--- config.mk ---
export PLATFORM = sky130hd
export DESIGN_NAME = delta_coordinate_box_filter_core
export DESIGN_NICKNAME = d
export VERILOG_FILES = /design/src/rtl/dcbf_pkg.sv /design/src/rtl/delta_coordinate_box_filter_core.sv
export SDC_FILE = /design/constraint.sdc
export NUM_CORES = 2
export LEC_CHECK = 0
export BUFFER_PORTS_ARGS = -buffer_cell sky130_fd_sc_hd__buf_2
export CORE_ASPECT_RATIO = 0.75
export CORE_MARGIN = 10
export CORE_UTILIZATION = 50
export CTS_BUF_LIST = sky130_fd_sc_hd__clkbuf_16
export CTS_CLUSTER_DIAMETER = 40
export DETAILED_ROUTE_END_ITERATION = 10
export PLACE_DENSITY_LB_ADDON = 0.3
export SLEW_MARGIN = 15
export SYNTH_ARGS = -nofsm -noshare
export SYNTH_HDL_FRONTEND = slang
export SYNTH_SLANG_ARGS = --single-unit
--- constraint.sdc ---
create_clock -name clock -period 18.4 [get_ports clock]
set_input_delay 0.92 -clock clock [delete_from_list [all_inputs] [get_ports clock]]
set_output_delay 0.92 -clock clock [all_outputs]
set_load 0.005 [all_outputs]
--- src/rtl/dcbf_pkg.sv ---
`timescale 1ns / 1ps
`default_nettype none

package dcbf_pkg;

   // Coordinate deltas are scaled up by this many bits before being summed.
   localparam int unsigned COORD_SHIFT = 5;
   localparam int unsigned COORD_W     = 32;
   localparam int unsigned CSR_IDX_W   = 3;
   localparam int unsigned VARINT_MAX  = 10;   // bytes in the longest legal varint
   localparam int unsigned VCNT_W      = 4;
   localparam int unsigned RSP_DATA_W  = 72;   // point_x, point_y, two flags, padding

   localparam logic [COORD_W-1:0] ORIGIN_MASK = ~((COORD_W'(1) << COORD_SHIFT) - COORD_W'(1));
   localparam logic signed [COORD_W-1:0] MIN_INIT = 32'sh7FFF_FFFF;
   localparam logic signed [COORD_W-1:0] MAX_INIT = '0;

   typedef enum logic [CSR_IDX_W-1:0] {
      CSR_QUERY_LEFT   = 3'd0,
      CSR_QUERY_RIGHT  = 3'd1,
      CSR_QUERY_TOP    = 3'd2,
      CSR_QUERY_BOTTOM = 3'd3,
      CSR_ORIGIN_X     = 3'd4,
      CSR_ORIGIN_Y     = 3'd5
   } csr_index_type;

   // Decode stage output, handed to the verdict / output stage.
   typedef struct packed {
      logic signed [COORD_W-1:0] px;
      logic signed [COORD_W-1:0] py;
      logic                      pt_valid;
      logic                      done;
      logic                      found;
      logic                      err;
      logic signed [COORD_W-1:0] min_x;
      logic signed [COORD_W-1:0] max_x;
      logic signed [COORD_W-1:0] min_y;
      logic signed [COORD_W-1:0] max_y;
   } dec_beat_type;

endpackage

`default_nettype wire

--- src/rtl/delta_coordinate_box_filter_core.sv ---
`timescale 1ns / 1ps
`default_nettype none

// Channel | dir | handshake             | payload
// --------+-----+-----------------------+-----------------------------------------------
// req     | in  | req_tvalid/req_tready | tdata[7:0] payload_byte, tlast final_byte
// rsp     | out | rsp_tvalid/rsp_tready | tdata x,y,inside,err; tuser point_valid;
//         |     |                       | tlast object_done
// csr     | in  | csr_valid/csr_ready   | csr_index, csr_data (32-bit register write)
//
// One byte per clock sustained while rsp does not stall. The varint/zigzag/
// add and point compares update the decode state in the accept cycle; the
// box-overlap verdict is formed from stage 1 and registered into rsp.
// Bytes that complete no point and are not final produce no beat.
// reset is synchronous, active high; it clears the config registers and the
// decode state. A stalled rsp backs up through the two stages to req_tready.

module delta_coordinate_box_filter_core (
   input  wire logic                           clock,
   input  wire logic                           reset,
   // request: tdata = payload_byte[7:0]
   input  wire logic                           req_tvalid,
   output      logic                           req_tready,
   input  wire logic [7:0]                     req_tdata,
   input  wire logic                           req_tlast,
   // response: tdata = point_x[31:0], point_y[63:32], inside_query[64],
   //           decode_error[65], zero [71:66]; tuser = point_valid
   output      logic                           rsp_tvalid,
   input  wire logic                           rsp_tready,
   output      logic [dcbf_pkg::RSP_DATA_W-1:0] rsp_tdata,
   output      logic                           rsp_tuser,
   output      logic                           rsp_tlast,
   // register write port
   input  wire logic                           csr_valid,
   output      logic                           csr_ready,
   input  wire logic [dcbf_pkg::CSR_IDX_W-1:0]  csr_index,
   input  wire logic [dcbf_pkg::COORD_W-1:0]    csr_data
);

   import dcbf_pkg::*;

   // ---------------- configuration ----------------
   logic signed [COORD_W-1:0] q_left_ff, q_right_ff, q_top_ff, q_bottom_ff;
   logic        [COORD_W-1:0] origin_x_ff, origin_y_ff;
   logic                      csr_wr;

   assign csr_ready = 1'b1;
   assign csr_wr    = csr_valid && csr_ready;

   always_ff @(posedge clock) begin
      if (reset) begin
         q_left_ff   <= '0;
         q_right_ff  <= '0;
         q_top_ff    <= '0;
         q_bottom_ff <= '0;
         origin_x_ff <= '0;
         origin_y_ff <= '0;
      end else if (csr_wr) begin
         case (csr_index)
            CSR_QUERY_LEFT:   q_left_ff   <= csr_data;
            CSR_QUERY_RIGHT:  q_right_ff  <= csr_data;
            CSR_QUERY_TOP:    q_top_ff    <= csr_data;
            CSR_QUERY_BOTTOM: q_bottom_ff <= csr_data;
            CSR_ORIGIN_X:     origin_x_ff <= csr_data;
            CSR_ORIGIN_Y:     origin_y_ff <= csr_data;
            default: ;
         endcase
      end
   end

   // ---------------- pipeline handshake ----------------
   dec_beat_type s1_ff, s1_in;
   logic         s1_valid_ff, s1_valid_in;
   logic         s2_ready, s1_ready, req_acc;

   assign s2_ready   = !rsp_tvalid || rsp_tready;
   assign s1_ready   = !s1_valid_ff || s2_ready;
   assign req_tready = s1_ready;
   assign req_acc    = req_tvalid && req_tready;

   // ---------------- decode state ----------------
   logic [COORD_W-1:0]        accum_ff, accum_in;
   logic [VCNT_W-1:0]         vcnt_ff, vcnt_in;
   logic                      expect_y_ff, expect_y_in;
   logic [COORD_W-1:0]        pending_x_ff, pending_x_in;
   logic [COORD_W-1:0]        prev_x_ff, prev_x_in, prev_y_ff, prev_y_in;
   logic                      found_ff, found_in;
   logic signed [COORD_W-1:0] min_x_ff, min_x_in, max_x_ff, max_x_in;
   logic signed [COORD_W-1:0] min_y_ff, min_y_in, max_y_ff, max_y_in;
   logic                      overlong_ff, overlong_in;

   // byte decode
   logic [COORD_W-1:0]        contrib, acc_or, zz, delta, sum_x, sum_y;
   logic [VCNT_W-1:0]         cnt_inc;
   logic                      cont, value_done, pt_valid, in_box, upd_box;
   logic signed [COORD_W-1:0] sx, sy;
   // state after this byte, before the end-of-object clear
   logic [COORD_W-1:0]        u_accum, u_pend, u_prev_x, u_prev_y;
   logic [VCNT_W-1:0]         u_vcnt;
   logic                      u_expect_y, u_found, u_overlong;
   logic signed [COORD_W-1:0] u_min_x, u_max_x, u_min_y, u_max_y;

   always_comb begin
      // 7 payload bits per byte, little-endian; the fifth byte only reaches
      // bits 31:28 and anything past it is dropped.
      case (vcnt_ff)
         4'd0:    contrib = {25'd0, req_tdata[6:0]};
         4'd1:    contrib = {18'd0, req_tdata[6:0], 7'd0};
         4'd2:    contrib = {11'd0, req_tdata[6:0], 14'd0};
         4'd3:    contrib = {4'd0, req_tdata[6:0], 21'd0};
         4'd4:    contrib = {req_tdata[3:0], 28'd0};
         default: contrib = '0;
      endcase
      acc_or     = accum_ff | contrib;
      cont       = req_tdata[7];
      cnt_inc    = vcnt_ff + VCNT_W'(1);
      value_done = !overlong_ff && !cont;
      pt_valid   = value_done && expect_y_ff;

      // zigzag (sint32) then scale
      zz    = {1'b0, acc_or[COORD_W-1:1]} ^ {COORD_W{acc_or[0]}};
      delta = zz << COORD_SHIFT;
      sum_x = delta + prev_x_ff;
      sum_y = delta + prev_y_ff;

      sx = pending_x_ff;
      sy = sum_y;
      in_box = (q_left_ff <= sx) && (q_right_ff >= sx) &&
               (q_top_ff <= sy) && (q_bottom_ff >= sy);

      u_accum    = accum_ff;
      u_vcnt     = vcnt_ff;
      u_expect_y = expect_y_ff;
      u_pend     = pending_x_ff;
      u_prev_x   = prev_x_ff;
      u_prev_y   = prev_y_ff;
      u_overlong = overlong_ff;
      u_found    = found_ff;

      if (!overlong_ff) begin
         if (cont) begin
            if (cnt_inc >= VCNT_W'(VARINT_MAX)) begin
               u_overlong = 1'b1;
               u_vcnt     = '0;
               u_accum    = '0;
            end else begin
               u_vcnt  = cnt_inc;
               u_accum = acc_or;
            end
         end else begin
            u_accum = '0;
            u_vcnt  = '0;
            if (!expect_y_ff) begin
               u_pend     = sum_x;
               u_expect_y = 1'b1;
            end else begin
               u_prev_x   = pending_x_ff;
               u_prev_y   = sum_y;
               u_expect_y = 1'b0;
            end
         end
      end

      if (pt_valid && in_box)
         u_found = 1'b1;

      // bounding box only grows while nothing has landed inside
      upd_box = pt_valid && !u_found;
      u_min_x = (upd_box && sx < min_x_ff) ? sx : min_x_ff;
      u_max_x = (upd_box && sx > max_x_ff) ? sx : max_x_ff;
      u_min_y = (upd_box && sy < min_y_ff) ? sy : min_y_ff;
      u_max_y = (upd_box && sy > max_y_ff) ? sy : max_y_ff;

      // beat handed to the verdict stage
      s1_in.px       = pt_valid ? sx : '0;
      s1_in.py       = pt_valid ? sy : '0;
      s1_in.pt_valid = pt_valid;
      s1_in.done     = req_tlast;
      s1_in.found    = u_found;
      s1_in.err      = u_overlong || (u_vcnt != '0) || u_expect_y;
      s1_in.min_x    = u_min_x;
      s1_in.max_x    = u_max_x;
      s1_in.min_y    = u_min_y;
      s1_in.max_y    = u_max_y;

      // next state: hold, take the byte, or clear at end of object
      accum_in     = accum_ff;
      vcnt_in      = vcnt_ff;
      expect_y_in  = expect_y_ff;
      pending_x_in = pending_x_ff;
      prev_x_in    = prev_x_ff;
      prev_y_in    = prev_y_ff;
      found_in     = found_ff;
      min_x_in     = min_x_ff;
      max_x_in     = max_x_ff;
      min_y_in     = min_y_ff;
      max_y_in     = max_y_ff;
      overlong_in  = overlong_ff;

      if (req_acc) begin
         if (req_tlast) begin
            accum_in     = '0;
            vcnt_in      = '0;
            expect_y_in  = 1'b0;
            pending_x_in = '0;
            prev_x_in    = origin_x_ff & ORIGIN_MASK;
            prev_y_in    = origin_y_ff & ORIGIN_MASK;
            found_in     = 1'b0;
            min_x_in     = MIN_INIT;
            max_x_in     = MAX_INIT;
            min_y_in     = MIN_INIT;
            max_y_in     = MAX_INIT;
            overlong_in  = 1'b0;
         end else begin
            accum_in     = u_accum;
            vcnt_in      = u_vcnt;
            expect_y_in  = u_expect_y;
            pending_x_in = u_pend;
            prev_x_in    = u_prev_x;
            prev_y_in    = u_prev_y;
            found_in     = u_found;
            min_x_in     = u_min_x;
            max_x_in     = u_max_x;
            min_y_in     = u_min_y;
            max_y_in     = u_max_y;
            overlong_in  = u_overlong;
         end
      end

      // an origin write restarts the running point right away
      if (csr_wr && csr_index == CSR_ORIGIN_X)
         prev_x_in = csr_data & ORIGIN_MASK;
      if (csr_wr && csr_index == CSR_ORIGIN_Y)
         prev_y_in = csr_data & ORIGIN_MASK;

      // stage 1 occupancy
      if (req_acc)
         s1_valid_in = pt_valid || req_tlast;
      else if (s2_ready)
         s1_valid_in = 1'b0;
      else
         s1_valid_in = s1_valid_ff;
   end

   always_ff @(posedge clock) begin
      if (reset) begin
         accum_ff     <= '0;
         vcnt_ff      <= '0;
         expect_y_ff  <= 1'b0;
         pending_x_ff <= '0;
         prev_x_ff    <= '0;
         prev_y_ff    <= '0;
         found_ff     <= 1'b0;
         min_x_ff     <= MIN_INIT;
         max_x_ff     <= MAX_INIT;
         min_y_ff     <= MIN_INIT;
         max_y_ff     <= MAX_INIT;
         overlong_ff  <= 1'b0;
         s1_valid_ff  <= 1'b0;
      end else begin
         accum_ff     <= accum_in;
         vcnt_ff      <= vcnt_in;
         expect_y_ff  <= expect_y_in;
         pending_x_ff <= pending_x_in;
         prev_x_ff    <= prev_x_in;
         prev_y_ff    <= prev_y_in;
         found_ff     <= found_in;
         min_x_ff     <= min_x_in;
         max_x_ff     <= max_x_in;
         min_y_ff     <= min_y_in;
         max_y_ff     <= max_y_in;
         overlong_ff  <= overlong_in;
         s1_valid_ff  <= s1_valid_in;
      end
   end

   always_ff @(posedge clock) begin
      if (req_acc)
         s1_ff <= s1_in;
   end

   // ---------------- verdict / output stage ----------------
   logic                      overlap, verdict;
   logic                      rsp_valid_ff, rsp_valid_in;
   logic [COORD_W-1:0]        rsp_x_ff, rsp_y_ff;
   logic                      rsp_pv_ff, rsp_done_ff, rsp_inside_ff, rsp_err_ff;
   logic                      s1_move;

   assign s1_move = s1_valid_ff && s2_ready;

   always_comb begin
      // bounding box against query box; runs even with no points decoded
      overlap = (s1_ff.max_x >= q_left_ff) && (s1_ff.min_x <= q_right_ff) &&
                (s1_ff.min_y <= q_bottom_ff) && (s1_ff.max_y >= q_top_ff);
      verdict = s1_ff.done && !s1_ff.err && (s1_ff.found || overlap);

      if (s1_move)
         rsp_valid_in = 1'b1;
      else if (rsp_tready)
         rsp_valid_in = 1'b0;
      else
         rsp_valid_in = rsp_valid_ff;
   end

   always_ff @(posedge clock) begin
      if (reset)
         rsp_valid_ff <= 1'b0;
      else
         rsp_valid_ff <= rsp_valid_in;
   end

   always_ff @(posedge clock) begin
      if (s1_move) begin
         rsp_x_ff      <= s1_ff.px;
         rsp_y_ff      <= s1_ff.py;
         rsp_pv_ff     <= s1_ff.pt_valid;
         rsp_done_ff   <= s1_ff.done;
         rsp_inside_ff <= verdict;
         rsp_err_ff    <= s1_ff.done && s1_ff.err;
      end
   end

   assign rsp_tvalid = rsp_valid_ff;
   assign rsp_tdata  = {6'd0, rsp_err_ff, rsp_inside_ff, rsp_y_ff, rsp_x_ff};
   assign rsp_tuser  = rsp_pv_ff;
   assign rsp_tlast  = rsp_done_ff;

`ifndef SYNTHESIS
   // every beat carries a point, ends an object, or both
   a_beat_has_reason: assert property (@(posedge clock) disable iff (reset)
      rsp_tvalid |-> (rsp_tuser || rsp_tlast))
      else $error("rsp beat with neither point nor end of object");

   // verdict flags stay clear off the last beat and never both set
   a_flags_clean: assert property (@(posedge clock) disable iff (reset)
      rsp_tvalid |-> !(rsp_tdata[64] && rsp_tdata[65]) &&
                     (rsp_tlast || (!rsp_tdata[64] && !rsp_tdata[65])))
      else $error("inside/error flags inconsistent");

   // a final byte leaves the decoder at the start of a fresh object
   a_clear_after_last: assert property (@(posedge clock) disable iff (reset)
      (req_tvalid && req_tready && req_tlast) |=>
         (vcnt_ff == '0) && !expect_y_ff && !overlong_ff && !found_ff)
      else $error("decode state not cleared after final byte");

   // x/y point fields are zero on a beat that carries no point
   a_no_point_zero: assert property (@(posedge clock) disable iff (reset)
      (rsp_tvalid && !rsp_tuser) |-> (rsp_tdata[63:0] == 64'd0))
      else $error("point fields nonzero without point_valid");
`endif

endmodule

`default_nettype wire
After elaboration in Yosys (flattened, before gate mapping)
Cells that the tools add are included.

Logic and storage cells: 175. Output and inout bits: 77. Register bits after elaboration: 721.

Reductions and logical operators: 56. Equality and inequality tests: 16. Muxes and demuxes: 47. Bitwise operators: 2. $add $sub $neg: 3. Order comparisons: 13.

Operators by type and width (number): $mux W32 (28); $pmux W32 S5 (1); $ge A32 B32 Y1 (4); $le A32 B32 Y1 (4); $add A32 B32 Y32 (2); $gt A32 B32 Y1 (2); $lt A32 B32 Y1 (2); $or A32 B32 Y32 (1); $xor A27 B27 Y27 (1); $logic_and A1 B1 Y1 (21); $mux W4 (4); $reduce_and A4 Y1 (4); $mux W1 (14); $reduce_and A2 Y1 (7); $reduce_bool A2 Y1 (5); $eq A4 B2 Y1 const B (2); $eq A3 B2 Y1 const B (2); $eq A3 B3 Y1 const B (2); $logic_not A1 Y1 (6); $logic_or A1 B1 Y1 (6); $ne A3 B1 Y1 const B (2); $ne A3 B2 Y1 const B (2); $reduce_bool A3 Y1 (2); $add A4 B1 Y4 const B (1); other kinds (10) (12).

Longest topological paths before layout
Word-level depth: 15. Depth in mapped cells: 36.

Least setup slack after synthesis
OpenSTA, ideal clock, no wires.

Path kind: input port to flip-flop. Start point: input rsp_tready. End point: register min_y_ff[23]. Stages on the path: 9. Setup time: 0.102 ns. Arrival time: 7.941 ns. Required time: 18.298 ns. Setup slack: 10.357 ns. Cells stage by stage: nor2b_1 > nand2_1 > nand2_1 > inv_1 > clkbuf_1 > clkbuf_1 > clkbuf_1 > nand4_1 > o211ai_1.

Word-level cells in the longest chain between the ends: 3.

RTL lines: start: declaration (line delta_coordinate_box_filter_core.sv:29) `input wire logic rsp_tready,`; $logic_or A1 B1 Y1 (line delta_coordinate_box_filter_core.sv:76) `assign s2_ready = !rsp_tvalid || rsp_tready;`; $logic_or A1 B1 Y1 (line delta_coordinate_box_filter_core.sv:77) `assign s1_ready = !s1_valid_ff || s2_ready;`; via req_tready (line delta_coordinate_box_filter_core.sv:23) `output logic req_tready,`; $logic_and A1 B1 Y1 (line delta_coordinate_box_filter_core.sv:79) `assign req_acc = req_tvalid && req_tready;`; via req_acc (line delta_coordinate_box_filter_core.sv:74) `logic s2_ready, s1_ready, req_acc;`; end signal: assignment (line delta_coordinate_box_filter_core.sv:270) `min_y_ff <= min_y_in;`; end: declaration (line delta_coordinate_box_filter_core.sv:89) `logic signed [COORD_W-1:0] min_y_ff, min_y_in, max_y_ff, max_y_in;`.

The timed path passes the listed nets, and every way through them passes these cells. A chain may end at the register's enable or synchronous reset.

Final worst setup path
Start point: register vcnt_ff[0]. End point: register min_y_ff[8].

Word-level cells in the longest chain between the ends: 15. Elaborated cells on any way between the ends: 21. Classes of those cells: add/sub: 1; order compare: 3; eq/ne: 4; mux: 4; bitwise: 2; reduce/logical: 7.

RTL lines: start: declaration (line delta_coordinate_box_filter_core.sv:83) `logic [VCNT_W-1:0] vcnt_ff, vcnt_in;`; start signal: assignment (line delta_coordinate_box_filter_core.sv:262) `vcnt_ff <= vcnt_in;`; $eq A4 B3 Y1 (tied with other cells) (line delta_coordinate_box_filter_core.sv:106) `case (vcnt_ff)`; $pmux W32 S5 (*) (line delta_coordinate_box_filter_core.sv:106); $or A32 B32 Y32 (*) (line delta_coordinate_box_filter_core.sv:114) `acc_or = accum_ff | contrib;`; $xor A27 B27 Y27 (*) (line delta_coordinate_box_filter_core.sv:121) `zz = {1'b0, acc_or[COORD_W-1:1]} ^ {COORD_W{acc_or[0]}};`; $add A32 B32 Y32 (*) (line delta_coordinate_box_filter_core.sv:124) `sum_y = delta + prev_y_ff;`; via sum_y[31] (line delta_coordinate_box_filter_core.sv:93) `logic [COORD_W-1:0] contrib, acc_or, zz, delta, sum_x, sum_y;`; $le A32 B32 Y1 (line delta_coordinate_box_filter_core.sv:129) `(q_top_ff <= sy) && (q_bottom_ff >= sy);`; $logic_and A1 B1 Y1 (line delta_coordinate_box_filter_core.sv:128) `in_box = (q_left_ff <= sx) && (q_right_ff >= sx) &&`; $logic_and A1 B1 Y1 (line delta_coordinate_box_filter_core.sv:129); $logic_and A1 B1 Y1 (line delta_coordinate_box_filter_core.sv:164) `if (pt_valid && in_box)`; $mux W1 (line delta_coordinate_box_filter_core.sv:164); $logic_not A1 Y1 (line delta_coordinate_box_filter_core.sv:168) `upd_box = pt_valid && !u_found;`; $logic_and A1 B1 Y1 (line delta_coordinate_box_filter_core.sv:168); $logic_and A1 B1 Y1 (*) (line delta_coordinate_box_filter_core.sv:171) `u_min_y = (upd_box && sy < min_y_ff) ? sy : min_y_ff;`; $mux W32 (*) (line delta_coordinate_box_filter_core.sv:171); $mux W32 (*) (line delta_coordinate_box_filter_core.sv:201) `if (req_tlast) begin`.

Mark *: on every way through the listed nets, which the timed path passes. The rest lies on a longest branch.

==> metrics.txt <==
total half-perimeter wirelength after legalization and detailed placement=94.3 mm; ports placed on the boundary=126; Post-Syn Instances=4409; 1st-pass router iterations=8; type of the worst setup path=reg -> reg; share of the clock period used by the worst path=52.4%; sequential group share of total power=38.0%; headroom to the max-slew limit=7.64%; Syn Area/Cell=8.99 um^2; Post-Route Skew=0.0387 ns; most instantiated flip-flop cell in the synthesis netlist=sky130_fd_sc_hd__dfxtp_1; total CTS buffers=102; worst endpoint data arrival time=10.20 ns; required time of the worst setup path=18.97 ns; final number of hold-violating endpoints=0; die extent in y=264 um; global-route wire length before repair=199 mm; post-CTS repair timing setup buffer count=0; CTS sink count=707; synth unique cells=86; max-capacitance violation count=0; drt total wl=133 mm; critical path startpoint=vcnt_ff[0]$_SDFFE_PP0P_; worst-margin pin slew=1.37 ns; iteration-0 DRC count of the detailed router=4555; peak fanout along the critical path=59; number of global-route vias before repair=31699; power share of the clock group=43.6%; RSZ-0062 raised after global routing=no; starting density of the core=50.4%; area growth from synthesis to layout=12.0%; share of async-settable or async-resettable flops after synthesis=0%; hold bufs inserted after CTS=0; die width=345 um; insertion delay of the later-clocked pin in the worst-skew pair=0.69 ns; number of flip-flops and latches in the synthesized netlist=707; slowest cell on the critical path=sky130_fd_sc_hd__a21oi_4; final net count=4905; power per cell area=101 nW/um^2; run status=finished, final reports clean; Bufs and invs on worst path=6; pin count of the biggest net entering global routing=197; final number of setup-violating endpoints=0; Clock H-tree levels=3; fill count=6953; leakage power=17.1 nW; EDFF count, synth=264; area of the core=78600 um^2; crit path capture type=register; internal power contribution=3.05 mW; post-route DRC violation count=0; fraction of the core area covered by cells at the end of the flow=56.5%; per-cell via count in the routed design=6.24; Resized cells post-CTS=0; largest area contributor in the synthesized netlist=sky130_fd_sc_hd__dfxtp_1; maximum clock frequency=104 MHz; delay-heaviest family, CP=compound AO/OA/AOI/OAI gates; Hold Slack=0.414 ns; flip-flop count of the largest register, all copies and words added=196; synthesis warning total=0; routed vias=34668; shortest period the worst path allows=9.63 ns; Post-DRT Antenna Nets=0; final weighted congestion in routability-driven placement=0.955; Clk Tree Root Cell=sky130_fd_sc_hd__clkbuf_16; global route total overflow=0; Placed Instances=5366; worst r2r src=vcnt_ff[0]$_SDFFE_PP0P_; Sw Ratio=31.8%; post-synthesis cell area=39700 um^2; final std cells w/o fill=5560; TritonCTS clock tree=done; die area=91100 um^2; Net Switching=1.42 mW; final-layout setup total negative slack=0 ns; start point of the worst hold path=s1_ff[164]$_SDFFCE_PN0P_; portion of synthesized cell area occupied by the leading cell type=22.4%; initial antenna violation count=8; number of buffer cells added on primary ports=118; layout cell share with drive strength beyond 1=8.71%; register with the highest flop count=s1_ff; worst ir drop on vdd=0.0805 mV; CTS clk-pin slew, worst paths=0.06 ns; delay of the slowest critical-path stage=0.86 ns; WL per Instance=24.0 um; sort of element at the start of the critical path=register; combinational cell fraction of total power=18.3%; max-slew violation count=0; Rows=89; buffer depth of the longest clock path=3; leading post-synthesis cells by cell area=sky130_fd_sc_hd__dfxtp_1 22%, sky130_fd_sc_hd__edfxtp_1 20%, sky130_fd_sc_hd__ha_1 14%; Worst Hold Class=reg -> reg; total global routing track utilization=27.9%; proportion of synthesized chip area in sequential cells=42.4%
cell usage in the layout, fill, tap and decap left out, types with 108 or more instances in the layout:
cell                        instances
sky130_fd_sc_hd__a21oi_1          400
sky130_fd_sc_hd__buf_2            116
sky130_fd_sc_hd__clkbuf_16        108
sky130_fd_sc_hd__dfxtp_1          443
sky130_fd_sc_hd__edfxtp_1         264
sky130_fd_sc_hd__ha_1             430
sky130_fd_sc_hd__inv_1            366
sky130_fd_sc_hd__nand2_1          518
sky130_fd_sc_hd__nand3_1          116
sky130_fd_sc_hd__nor2_1           218
sky130_fd_sc_hd__o211ai_1         165
sky130_fd_sc_hd__o21ai_0          310
layout make-up:
| type | instances | area [um^2] | share of cell area (%) |
|---|---|---|---|
| Antenna cell | 2 | 5.00 | 0.0113 |
| Clock inverter | 84 | 731 | 1.64 |
| Clock buffer | 108 | 2700 | 6.08 |
| Inverter | 353 | 1330 | 3.00 |
| Tap cell | 1046 | 1310 | 2.95 |
| Sequential cell | 707 | 16800 | 37.8 |
| Multi-Input combinational cell | 3094 | 20600 | 46.3 |
| Timing Repair Buffer | 166 | 992 | 2.23 |
per-stage QoR:
| step | power (mW) | area (um^2) | worst slack [ns] |
|---|---|---|---|
| 2_1_floorplan | 2.23 | 39700 | 10.36 |
| 3_3_place_gp | 2.51 | 41000 | 9.34 |
| 3_5_place_dp | 2.51 | 41000 | 8.91 |
| 4_1_cts | 4.45 | 44400 | 9.00 |
| 5_1_grt | 4.61 | 44400 | 8.04 |
| 6_report | 4.47 | 44400 | 8.77 |
metal layers:
layer  share of wire (%)  GRT usage [%]
met1                  44           41.3
met2                  38           37.0
met3                  14           8.98
met4                 3.6           9.63
met5               0.068              0
cell families after synthesis:
group                      after synthesis  share of synthesized area, %
xor gates and xnor gates                75                          1.66
buffers and inverters                  613                          6.20
muxes                                   45                          1.18
and+or+nand+nor                       1218                          14.0
adders and majority gates              436                          13.8
DFF                                    707                          42.4
other                                    2                        0.0189
AOI/OAI and AO/OA                     1313                          20.8
power groups by stage:
stage               logic, mW  registers, mW  clock network, mW
floorplan               0.503           1.72                  0
global placement        0.775           1.73                  0
detailed placement      0.783           1.73                  0
CTS                     0.790           1.70               1.96
global route            0.880           1.70               2.03
finish                  0.819           1.70               1.95
cells in the mapped netlist (92+ instances only):
cell / number
sky130_fd_sc_hd__nand2_1: 521
sky130_fd_sc_hd__dfxtp_1: 443
sky130_fd_sc_hd__ha_1: 430
sky130_fd_sc_hd__a21oi_1: 402
sky130_fd_sc_hd__inv_1: 353
sky130_fd_sc_hd__o21ai_0: 312
sky130_fd_sc_hd__edfxtp_1: 264
sky130_fd_sc_hd__nor2_1: 224
sky130_fd_sc_hd__clkbuf_1: 188
sky130_fd_sc_hd__o211ai_1: 165
sky130_fd_sc_hd__nand3_1: 118
sky130_fd_sc_hd__nand4_1: 92
final timing paths:
check | endpoint | slack [ns] | cells past startpoint
setup / recovery | min_y_ff[8]$_SDFFE_PP1P_ | 8.77 | 33
hold / removal | rsp_x_ff[0]$_DFFE_PP_ | 0.41 | 0
setup reg to reg | min_y_ff[8]$_SDFFE_PP1P_ | 8.77 | 33
hold reg to reg | rsp_x_ff[0]$_DFFE_PP_ | 0.41 | 0
Power figures use the tool's default switching activity.
